<file path="src/rtl/pfd_pkg.sv">
// Shared types and constants for the pose frame deframer.
package pfd_pkg;

  localparam int unsigned BYTE_W      = 8;
  localparam int unsigned WORD_W      = 32;
  localparam int unsigned PAYLOAD_LEN = 12;
  localparam int unsigned IDX_W       = $clog2(PAYLOAD_LEN);

  typedef logic [BYTE_W-1:0] byte_t;
  typedef logic [WORD_W-1:0] word_t;
  typedef logic [IDX_W-1:0]  idx_t;

  localparam byte_t CH_CR = 8'h0d;
  localparam byte_t CH_LF = 8'h0a;

  typedef enum logic [2:0] {
    PH_HUNT_CR = 3'd0,
    PH_WAIT_LF = 3'd1,
    PH_PAYLOAD = 3'd2,
    PH_END_LF  = 3'd3,
    PH_END_CR  = 3'd4
  } phase_e;

  typedef struct packed {
    logic shift;
    logic emit;
  } ctl_t;

endpackage

</file>
<file path="src/rtl/pfd_if.sv">
// Valid/ready channel interfaces for received bytes and decoded frames.
interface pfd_rx_if
  import pfd_pkg::*;
();
  logic  valid;
  logic  ready;
  byte_t rx_byte;

  modport source (output valid, output rx_byte, input ready);
  modport sink   (input valid, input rx_byte, output ready);
endinterface

interface pfd_res_if
  import pfd_pkg::*;
();
  logic  valid;
  logic  ready;
  word_t angle_bits;
  word_t x_bits;
  word_t y_bits;

  modport source (output valid, output angle_bits, output x_bits, output y_bits, input ready);
  modport sink   (input valid, input angle_bits, input x_bits, input y_bits, output ready);
endinterface

</file>
<file path="src/rtl/pfd_cell.sv">
// One byte cell of the payload shift chain.
module pfd_cell
  import pfd_pkg::*;
(
  input  logic  clk_i,
  input  logic  shift_i,
  input  byte_t byte_i,
  output byte_t byte_o
);

  byte_t byte_q;

  always_ff @(posedge clk_i) begin
    if (shift_i) begin
      byte_q <= byte_i;
    end
  end

  assign byte_o = byte_q;

endmodule

</file>
<file path="src/rtl/pfd_ctrl.sv">
// Frame hunt state machine and payload byte counter.
module pfd_ctrl
  import pfd_pkg::*;
(
  input  logic  clk_i,
  input  logic  rst_ni,
  input  logic  accept_i,
  input  byte_t rx_byte_i,
  output ctl_t  ctl_o
);

  phase_e phase_q, phase_d;
  idx_t   idx_q, idx_d;

  always_ff @(posedge clk_i or negedge rst_ni) begin
    if (!rst_ni) begin
      phase_q <= PH_HUNT_CR;
      idx_q   <= '0;
    end else begin
      phase_q <= phase_d;
      idx_q   <= idx_d;
    end
  end

  always_comb begin
    phase_d     = phase_q;
    idx_d       = idx_q;
    ctl_o.shift = 1'b0;
    ctl_o.emit  = 1'b0;
    if (accept_i) begin
      case (phase_q)
        PH_HUNT_CR: begin
          phase_d = (rx_byte_i == CH_CR) ? PH_WAIT_LF : PH_HUNT_CR;
        end
        PH_WAIT_LF: begin
          // stay put on repeated CR
          if (rx_byte_i == CH_LF) begin
            idx_d   = '0;
            phase_d = PH_PAYLOAD;
          end else if (rx_byte_i != CH_CR) begin
            phase_d = PH_HUNT_CR;
          end
        end
        PH_PAYLOAD: begin
          ctl_o.shift = 1'b1;
          if (idx_q == IDX_W'(PAYLOAD_LEN - 1)) begin
            idx_d   = '0;
            phase_d = PH_END_LF;
          end else begin
            idx_d = idx_q + 1'b1;
          end
        end
        PH_END_LF: begin
          phase_d = (rx_byte_i == CH_LF) ? PH_END_CR : PH_HUNT_CR;
        end
        PH_END_CR: begin
          ctl_o.emit = (rx_byte_i == CH_CR);
          phase_d    = PH_HUNT_CR;
        end
        default: begin
          phase_d = PH_HUNT_CR;
        end
      endcase
    end
  end

`ifndef SYNTHESIS
  a_idx_idle_zero: assert property (@(posedge clk_i) disable iff (!rst_ni)
    (phase_q != PH_PAYLOAD) |-> (idx_q == '0))
    else $error("payload index nonzero outside payload phase");

  a_end_cr_entry: assert property (@(posedge clk_i) disable iff (!rst_ni)
    $changed(phase_q) && (phase_q == PH_END_CR) |-> ($past(phase_q) == PH_END_LF))
    else $error("closing CR phase entered from wrong phase");
`endif

endmodule

</file>
<file path="src/rtl/pose_frame_deframer.sv">
// A frame's words reach res_o in the cycle after its closing CR is taken.
// Throughput: one received byte per cycle; the input stalls only when a result
// is pending in the output register and the sink holds it off.
// Reset: clears the hunt phase, payload counter and output valid; the payload
// shift chain and output words are not reset.
module pose_frame_deframer
  import pfd_pkg::*;
(
  input  logic         clk_i,
  input  logic         rst_ni,
  pfd_rx_if.sink       rx_i,
  pfd_res_if.source    res_o
);

  ctl_t  ctl;
  logic  rx_accept;
  logic  out_valid_q, out_valid_d;
  word_t angle_q, x_q, y_q;
  byte_t cell_in   [PAYLOAD_LEN];
  byte_t cell_byte [PAYLOAD_LEN];

  assign rx_i.ready = !out_valid_q || res_o.ready;
  assign rx_accept  = rx_i.valid && rx_i.ready;

  pfd_ctrl u_ctrl (
    .clk_i     (clk_i),
    .rst_ni    (rst_ni),
    .accept_i  (rx_accept),
    .rx_byte_i (rx_i.rx_byte),
    .ctl_o     (ctl)
  );

  // New bytes enter at the top cell and walk down, so cell 0 ends up with byte 0.
  for (genvar i = 0; i < PAYLOAD_LEN; i++) begin : g_cell
    if (i == PAYLOAD_LEN - 1) begin : g_head
      assign cell_in[i] = rx_i.rx_byte;
    end else begin : g_link
      assign cell_in[i] = cell_byte[i+1];
    end
    pfd_cell u_cell (
      .clk_i   (clk_i),
      .shift_i (ctl.shift),
      .byte_i  (cell_in[i]),
      .byte_o  (cell_byte[i])
    );
  end

  assign out_valid_d = ctl.emit || (out_valid_q && !res_o.ready);

  always_ff @(posedge clk_i or negedge rst_ni) begin
    if (!rst_ni) begin
      out_valid_q <= 1'b0;
    end else begin
      out_valid_q <= out_valid_d;
    end
  end

  always_ff @(posedge clk_i) begin
    if (ctl.emit) begin
      angle_q <= {cell_byte[3], cell_byte[2], cell_byte[1], cell_byte[0]};
      x_q     <= {cell_byte[7], cell_byte[6], cell_byte[5], cell_byte[4]};
      y_q     <= {cell_byte[11], cell_byte[10], cell_byte[9], cell_byte[8]};
    end
  end

  assign res_o.valid      = out_valid_q;
  assign res_o.angle_bits = angle_q;
  assign res_o.x_bits     = x_q;
  assign res_o.y_bits     = y_q;

`ifndef SYNTHESIS
  a_emit_slot_free: assert property (@(posedge clk_i) disable iff (!rst_ni)
    ctl.emit |-> (!out_valid_q || res_o.ready))
    else $error("result emitted while output register still full");

  a_rise_after_cr: assert property (@(posedge clk_i) disable iff (!rst_ni)
    $rose(out_valid_q) |-> $past(rx_accept && (rx_i.rx_byte == CH_CR)))
    else $error("output valid rose without an accepted closing CR");

  a_no_shift_on_emit: assert property (@(posedge clk_i) disable iff (!rst_ni)
    ctl.emit |-> !ctl.shift)
    else $error("payload chain shifted during emit");
`endif

endmodule

</file>
<file path="src/flat_wrapper.sv">
// flat-port wrapper written by rule: the top's interface ports become plain ports
module pose_frame_deframer_flat import pfd_pkg::*;
  (clk_i, rst_ni, rx_i_valid, rx_i_rx_byte, rx_i_ready, res_o_valid, res_o_angle_bits, res_o_x_bits, res_o_y_bits, res_o_ready);
  pfd_rx_if rx_i_i ();
  pfd_res_if res_o_i ();
  input  logic clk_i;
  input  logic rst_ni;
  input wire logic [$bits(rx_i_i.valid)-1:0] rx_i_valid;
  input wire logic [$bits(rx_i_i.rx_byte)-1:0] rx_i_rx_byte;
  output wire logic [$bits(rx_i_i.ready)-1:0] rx_i_ready;
  output wire logic [$bits(res_o_i.valid)-1:0] res_o_valid;
  output wire logic [$bits(res_o_i.angle_bits)-1:0] res_o_angle_bits;
  output wire logic [$bits(res_o_i.x_bits)-1:0] res_o_x_bits;
  output wire logic [$bits(res_o_i.y_bits)-1:0] res_o_y_bits;
  input wire logic [$bits(res_o_i.ready)-1:0] res_o_ready;
  assign rx_i_i.valid = rx_i_valid;
  assign rx_i_i.rx_byte = rx_i_rx_byte;
  assign rx_i_ready = rx_i_i.ready;
  assign res_o_valid = res_o_i.valid;
  assign res_o_angle_bits = res_o_i.angle_bits;
  assign res_o_x_bits = res_o_i.x_bits;
  assign res_o_y_bits = res_o_i.y_bits;
  assign res_o_i.ready = res_o_ready;
  pose_frame_deframer u_core (.clk_i(clk_i), .rst_ni(rst_ni), .rx_i(rx_i_i), .res_o(res_o_i));
endmodule
</file>
<file path="config.mk">
export PLATFORM = sky130hd
export DESIGN_NAME = pose_frame_deframer_flat
export DESIGN_NICKNAME = d
export VERILOG_FILES = /design/src/rtl/pfd_pkg.sv /design/src/rtl/pfd_if.sv /design/src/rtl/pfd_cell.sv /design/src/rtl/pfd_ctrl.sv /design/src/rtl/pose_frame_deframer.sv /design/src/flat_wrapper.sv
export SDC_FILE = /design/constraint.sdc
export NUM_CORES = 1
export LEC_CHECK = 0
export ABC_AREA = 1
export BUFFER_PORTS_ARGS = -buffer_cell sky130_fd_sc_hd__buf_2
export CORE_ASPECT_RATIO = 0.75
export CORE_MARGIN = 10
export CORE_UTILIZATION = 55
export DETAILED_ROUTE_END_ITERATION = 7
export PLACE_DENSITY = 0.78
export SYNTH_ARGS = -nofsm -noshare
export SYNTH_HDL_FRONTEND = slang
export SYNTH_SLANG_ARGS = --single-unit
</file>
<file path="constraint.sdc">
create_clock -name clk_i -period 5.7 [get_ports clk_i]
set_clock_uncertainty 0.05 [all_clocks]
set_input_delay 0.855 -clock clk_i [delete_from_list [all_inputs] [get_ports clk_i]]
set_output_delay 0.855 -clock clk_i [all_outputs]
set_load 0.03 [all_outputs]
</file>
==> key figures, run 1 <==
Critical path
  – Required time of the worst setup path: 4.80 ns
  – CP max FO: 3
  – Buffers & Inverters on Critical Path: 3
  – Cells along the critical path: buf_2, inv_1, nand2_1, buf_2
  – Critical Path Most Common Cell: buf_2
  – CP top delay family: buffers and inverters
  – Worst Setup SP: res_o_ready
  – FF-to-FF Start: u_core.res_o.valid
  – Setup CP Type: in2out
  – Crit. End Element: output pin
  – Max stage delay cell, worst path: buf_2
  – Crit path launch type: input pin
  – Reg2Reg Depth: 6
  – Reg2Reg Setup Slack: 3.73 ns
  – CP Data Arrival Time: 1.26 ns
  – Slowest cell delay on critical path: 0.21 ns
  – FF-to-FF End: u_core.res_o.angle_bits[2]

Synthesis
  – Synth Register Bits: 200
  – Ys Warns: 0
  – Sequential fraction of the synthesis area: 93.69%
  – Avg Cell Area, Syn: 22.99 um2
  – Number of library cell types mapped by synthesis: 20
  – Synthesized area: 6367 um2
  – Syn Inst Count: 277
  – Mapped Nets: 290

Clock tree
  – Max clock buf depth: 2
  – Post_cts resized: 0
  – CTS tree: built
  – Setup bufs post-CTS: 0
  – Hold_buf cts: 0
  – Num CTS Buffers: 17
  – H-Tree Depth: 4
  – Clock root cell: clkbuf_16
  – # clock sinks: 200
  – Worst-path clk slew: 0.06 ns
  – Clk_lat worst skew: 0.41 ns

Route
  – WL met1: 4069 um
  – Number of DRC violations after detailed-routing iteration 0: 255
  – Routed len/inst: 17.44 um
  – Met3 Wirelength: 800 um
  – TritonRoute pass-1 iters: 4
  – Highest metal used: met4
  – Antenna Violating Nets Remaining: 0
  – Via count: 2,785
  – Vias/cell: 4.956
  – Number of remaining DRC errors: 0
  – Final wirelength: 9802 um
  – Total length of routed met2 wires: 4884 um

Finish
  – Share of cells above drive strength 1: 38.15%
  – Number of diodes: 0
  – Commonest non-fill, non-tap cells in the layout: 192 x edfxtp_1, 109 x buf_2, 33 x nand2_1
  – P&R area growth vs syn: 20.89%
  – Commonest non-fill, non-tap cell in the layout: edfxtp_1
  – Nets: 422
  – Final Util: 69.30%
  – Fillcell total: 690
  – Register area: 5966 um2
  – Area of the multi-input gates: 367.9 um2

STA
  – Final hold violations: 0
  – Tcrit/Tclk final: 38.04%
  – Fmax: 0.4612 GHz
  – RSZ-0062 raised after global routing: no
  – Pins Over Slew Limit: 0
  – Final setup margin: 3.532 ns
  – Fin Setup TNS: 0 ns
  – Worst Tran Pin Value: 0.6818 ns
  – Final setup fails: 0
  – Max_slew headroom: 54.55%
  – Post-layout min period: 2.168 ns

Floorplan
  – Core region area: 11,110 um2
  – Starting Density: 57.33%
  – Floorplan row count: 33
  – DIE WIDTH: 144.2 um
  – I/O pin count: 110
  – Die area: 16,330 um2
  – Die H: 113.2 um

Placed design
  – Number of I/O port buffers: 109
  – Final RePlAce weighted congestion: 0.8071
  – Pre-CTS WS: 3.149 ns
  – Hpwl dp: 6503 um

Flow run
  – Max-cap violations: 0

Status
  – Status: complete, no violations

Min path
  – Class of the worst hold path: in2async

Pwr
  – Max VDD drop: 0.1812 mV
  – Power Dens Cells: 353.8 nW/um2
  – P_leak: 0.002823 uW

Global routing
  – Initial antenna violation count: 0
  – Number of global-route vias before repair: 2,866
  – Global Route Usage Sum: 12.04%
  – Pin count of the biggest net entering global routing: 55
  – GRT overflow: 0
  – Global-route wire length before repair: 14,990 um
[routing by layer]
metal	vias up	GRT usage (%)
li1	1316	-
met1	1365	14.38
met2	97	19.29
met3	7	4.722
met4	0	4.839
met5	-	0
[stage by stage]
| stage | hold WS [ns] | cells | area [um2] | total power [uW] |
|---|---|---|---|---|
| after floorplan | 0.3503 | 277 | 6370 | 1625 |
| after global placement | 0.3505 | 530 | 7126 | 1631 |
| after detailed placement | 0.3545 | 530 | 7126 | 1632 |
| after CTS | 0.2118 | 562 | 7697 | 2752 |
| after global routing | 0.2164 | 562 | 7697 | 2820 |
| final | 0.2313 | 562 | 7697 | 2724 |
[report_power, final]
group / total [uW] / switching (uW) / internal [uW]
clock: 1120 / 510 / 613
combinational: 13.5 / 8.54 / 4.91
sequential: 1590 / 0.314 / 1590
[final cells by class]
type / instances / share of cell area (%)
clock inverter: 14 / 1.853
multi-input combinational: 66 / 4.779
inverter: 11 / 0.5364
clock buffer: 18 / 5.575
tap: 140 / 2.276
sequential: 200 / 77.50
timing repair buffer: 113 / 7.477
[sequential cells by signal (all words and copies together), names as in the netlist]
name / flops
u_core.res_o.x_bits: 32
u_core.res_o.angle_bits: 32
u_core.g_cell.u_cell.byte_o: 96
u_core.res_o.valid: 1
u_core.u_ctrl.idx_q: 4
u_core.u_ctrl.phase_q: 3
u_core.res_o.y_bits: 32
[worst register-to-register path, cell delays in order, from the launching register on]
cell and delay (ns):
dfrtp_1 0.39, nand2_1 0.12, nand2_2 0.10, inv_2 0.12, nand2_1 0.12, nor2_4 0.12, buf_4 0.55
[logic make-up (layout without fill, tap and decap cells)]
logic type / Yosys count / after routing / share of synthesized area (%)
adders and majority gates: 1 / 1 / 0.1965
and+or+nand+nor: 64 / 64 / 5.384
buffers and inverters: 11 / 156 / 0.6485
AOI/OAI and AO/OA: 1 / 1 / 0.07853
DFF: 200 / 200 / 93.69
[worst max-delay path by stage]
stage | to | slack, ns | depth (start not counted)
final | rx_i_ready | 3.53 | 4
after global routing | u_core.res_o.angle_bits[2] | 3.46 | 8
after CTS | rx_i_ready | 3.53 | 4
after detailed placement | u_core.res_o.angle_bits[16] | 3.15 | 7
after global placement | u_core.res_o.angle_bits[18] | 3.19 | 7
after floorplan | u_core.res_o.angle_bits[0] | 1.23 | 6
[Yosys cell counts]
library cell,instances,area share [%]
inv_2,2,0.12
nand3_1,9,0.71
inv_1,9,0.53
nand3_2,1,0.16
nor2_4,1,0.18
dfrtp_1,8,3.1
nand2_1,33,1.9
edfxtp_1,192,91
nor2_8,1,0.31
nand4_1,1,0.098
o21ai_1,1,0.079
nand3b_1,1,0.12
nor2_2,5,0.49
or2_1,1,0.098
nor3_1,1,0.079
nor2_1,4,0.24
ha_1,1,0.20
nand3b_4,1,0.31
nand2_2,3,0.29
nand2_4,2,0.35
(Power assumes the default switching activity.)
==> inputs of run 2 (changes only) <==
--- a/config.mk
+++ b/config.mk
@@ -9,9 +9,9 @@
 export BUFFER_PORTS_ARGS = -buffer_cell sky130_fd_sc_hd__buf_2
 export CORE_ASPECT_RATIO = 0.75
 export CORE_MARGIN = 10
-export CORE_UTILIZATION = 55
+export CORE_UTILIZATION = 49
 export DETAILED_ROUTE_END_ITERATION = 7
-export PLACE_DENSITY = 0.78
+export PLACE_DENSITY = 0.74
 export SYNTH_ARGS = -nofsm -noshare
 export SYNTH_HDL_FRONTEND = slang
 export SYNTH_SLANG_ARGS = --single-unit
==> constraint.sdc (replaced) <==
create_clock -name clk_i -period 1.8 [get_ports clk_i]
set_clock_uncertainty 0.05 [all_clocks]
set_input_delay 0.27 -clock clk_i [delete_from_list [all_inputs] [get_ports clk_i]]
set_output_delay 0.27 -clock clk_i [all_outputs]
set_load 0.03 [all_outputs]
==> run 2 against run 1 <==
  * Design area up 3.8%
  * Register-to-register slack lost 3.6 ns
  * Setup slack got worse by 3.4 ns
  * First-iteration DRC count decreased by 0.78%
  * Total power rose to 3.2 times the previous value
  * Cell count increased by 7.1%
  * Sequential power rose to 3.2 times the previous value
  * Global-route usage is 0.20 points lower
  * Clock power grew to 3.3 times the previous value
  * Hold slack lost 0.13 ns
  * Utilization down 5.3 points
  * Largest power group unchanged
==> key figures, run 2 (synthesis results as in run 1) <==
Status
  – Status: complete, no violations

Route
  – Highest metal used: met4
  – Via count: 2,847 (+2.2%)
  – WL met1: 4408 um (+8.3%)
  – Number of DRC violations after detailed-routing iteration 0: 253 (-0.78%)
  – Antenna Violating Nets Remaining: 0 (unchanged)
  – Met3 Wirelength: 926 um (+16%)
  – Number of remaining DRC errors: 0 (unchanged)
  – Routed len/inst: 17.49 um (+0.27%)
  – Vias/cell: 4.729 (-4.6%)
  – Total length of routed met2 wires: 5083 um (+4.1%)
  – Final wirelength: 10,530 um (+7.4%)
  – TritonRoute pass-1 iters: 4 (unchanged)

Critical path
  – Required time of the worst setup path: 1.88 ns (-2.92 ns)
  – Setup CP Type: in2reg
  – Reg2Reg Depth: 5 (-1)
  – Crit path launch type: input pin
  – CP max FO: 12 (+9)
  – Crit. End Element: flop
  – CP Data Arrival Time: 1.79 ns (+0.53 ns)

STA
  – Pins Over Slew Limit: 0 (unchanged)
  – Fin Setup TNS: 0 ns (unchanged)
  – Tcrit/Tclk final: 94.89%
  – WHS: 0.1060 ns (-0.1253 ns)
  – Fmax: 0.5855 GHz
  – Worst Tran Pin Value: 0.2663 ns (-0.4155 ns)
  – Post-layout min period: 1.708 ns
  – Final hold violations: 0 (unchanged)
  – Max_slew headroom: 82.15% (+28 points)
  – Final setup fails: 0 (unchanged)

Floorplan
  – Starting Density: 51.02% (-6.3 points)
  – Floorplan row count: 35 (+6.1%)
  – DIE WIDTH: 151.6 um (+5.1%)
  – Die area: 18,000 um2 (+10%)
  – I/O pin count: 110 (unchanged)
  – Core region area: 12,480 um2 (+12%)
  – Die H: 118.7 um (+4.9%)

Clock tree
  – H-Tree Depth: 4 (unchanged)
  – CTS tree: built
  – # clock sinks: 200 (unchanged)
  – Num CTS Buffers: 17 (unchanged)
  – Max clock buf depth: 2 (unchanged)
  – Worst-path clk slew: 0.07 ns (about the same)
  – Clock root cell: clkbuf_16
  – Clk_lat worst skew: 0.42 ns (about the same)

Global routing
  – GRT overflow: 0 (unchanged)
  – Global-route wire length before repair: 16,210 um (+8.2%)
  – Initial antenna violation count: 0 (unchanged)
  – Global Route Usage Sum: 11.84% (-0.20 points)
  – Number of global-route vias before repair: 2,951 (+3.0%)
  – Pin count of the biggest net entering global routing: 51 (-7.3%)

Flow run
  – Max-cap violations: 0 (unchanged)

Finish
  – Commonest non-fill, non-tap cell in the layout: edfxtp_1
  – Nets: 436 (+3.3%)
  – Share of cells above drive strength 1: 39.45% (+1.3 points)
  – P&R area growth vs syn: 25.43%
  – Number of diodes: 0 (unchanged)
  – Commonest non-fill, non-tap cells in the layout: 192 x edfxtp_1, 109 x buf_2, 30 x nand2_1
  – Non-filler cells, final: 602 (+7.1%)
  – Flip-flop count of the largest register after layout: 96 (unchanged)
  – Fillcell total: 896 (+30%)

Placed design
  – Placed insts: 558 (+5.3%)
  – Number of I/O port buffers: 109 (unchanged)
  – Hpwl dp: 6830 um (+5.0%)
  – Final RePlAce weighted congestion: 0.7667 (-5.0%)

Pwr
  – P_leak: 0.002938 uW (+4.1%)
  – Max VDD drop: 0.7241 mV (+300%)
  – Power Dens Cells: 1096 nW/um2 (+210%)

Min path
  – Hold Crit Depth: 4
  – Class of the worst hold path: in2reg
==> run 2: changes by cell type in the layout (fill, tap and decap cells not counted), sizes merged <==
cell,before,now
buf,113,117
inv,15,19
clkinv,6,3
dlygate4sd3,0,9
==> run 2: timing repair <==
item                                    in CTS  in global routing
endpoints found under the setup margin      48                 96
buffers inserted                             0                  1
gates cloned                                 0                  2
resized for setup                            1                  4
hold buffers                                 9                  0
hold endpoints to repair                    16                  0
pin swaps                                    0                  0
==> run 2: path summary, 6_finish.rpt <==
path,startpoint,to,slack [ns]
min,res_o_ready,u_core.res_o.valid,0.11
min reg2reg,u_core.g_cell[0].u_cell.byte_o[0],u_core.res_o.angle_bits[0],0.37
max in group asynchronous,rst_ni,u_core.res_o.valid,1.33
max reg2reg,u_core.u_ctrl.phase_q[0],u_core.res_o.angle_bits[28],0.11
min in group asynchronous,rst_ni,u_core.res_o.valid,0.18
max,rx_i_rx_byte[1],u_core.res_o.angle_bits[28],0.09
==> run 2: cell type report <==
class / count / area, um2 / share of cell area, %
repair buffers: 127 / 782.0 / 9.792
clock buffers: 17 / 425.4 / 5.327
inverters: 11 / 43.79 / 0.5483
multi-input cells: 66 / 400.4 / 5.013
clock inverters: 15 / 160.2 / 2.005
flip-flops and latches: 200 / 5967 / 74.71
well taps: 166 / 207.7 / 2.601
==> run 2: power breakdown <==
group / internal (uW) / switching [uW]
registers: 5020 / 1.01
logic: 29.2 / 32.4
clock network: 1970 / 1700
==> run 2: metal layers <==
layer / vias to the layer above / track usage, %
met5: - / 0
met4: 0 / 4.281
met3: 10 / 5.414
met2: 97 / 18.33
met1: 1391 / 14.30
li1: 1349 / -
==> run 2: through the flow <==
stage / util [%] / worst slack, ns / cell area [um2] / power [uW]
after floorplan: - / -0.9661 / 6399 / 5149
after global placement: 57.96 / 0.1224 / 7234 / 5170
after detailed placement: 57.96 / -0.02631 / 7234 / 5172
after CTS: 63.42 / 0.01727 / 7915 / 8859
after global routing: 63.99 / -0.01692 / 7986 / 9056
final: 63.99 / 0.09205 / 7986 / 8751
==> run 2: worst max-delay path: stages <==
cell           delay [ns]
dlygate4sd3_1        0.52
buf_2                0.13
inv_1                0.05
nand2_1              0.07
nor2_4               0.14
nand2_2              0.10
nor2_4               0.19
buf_12               0.15
buf_6                0.16
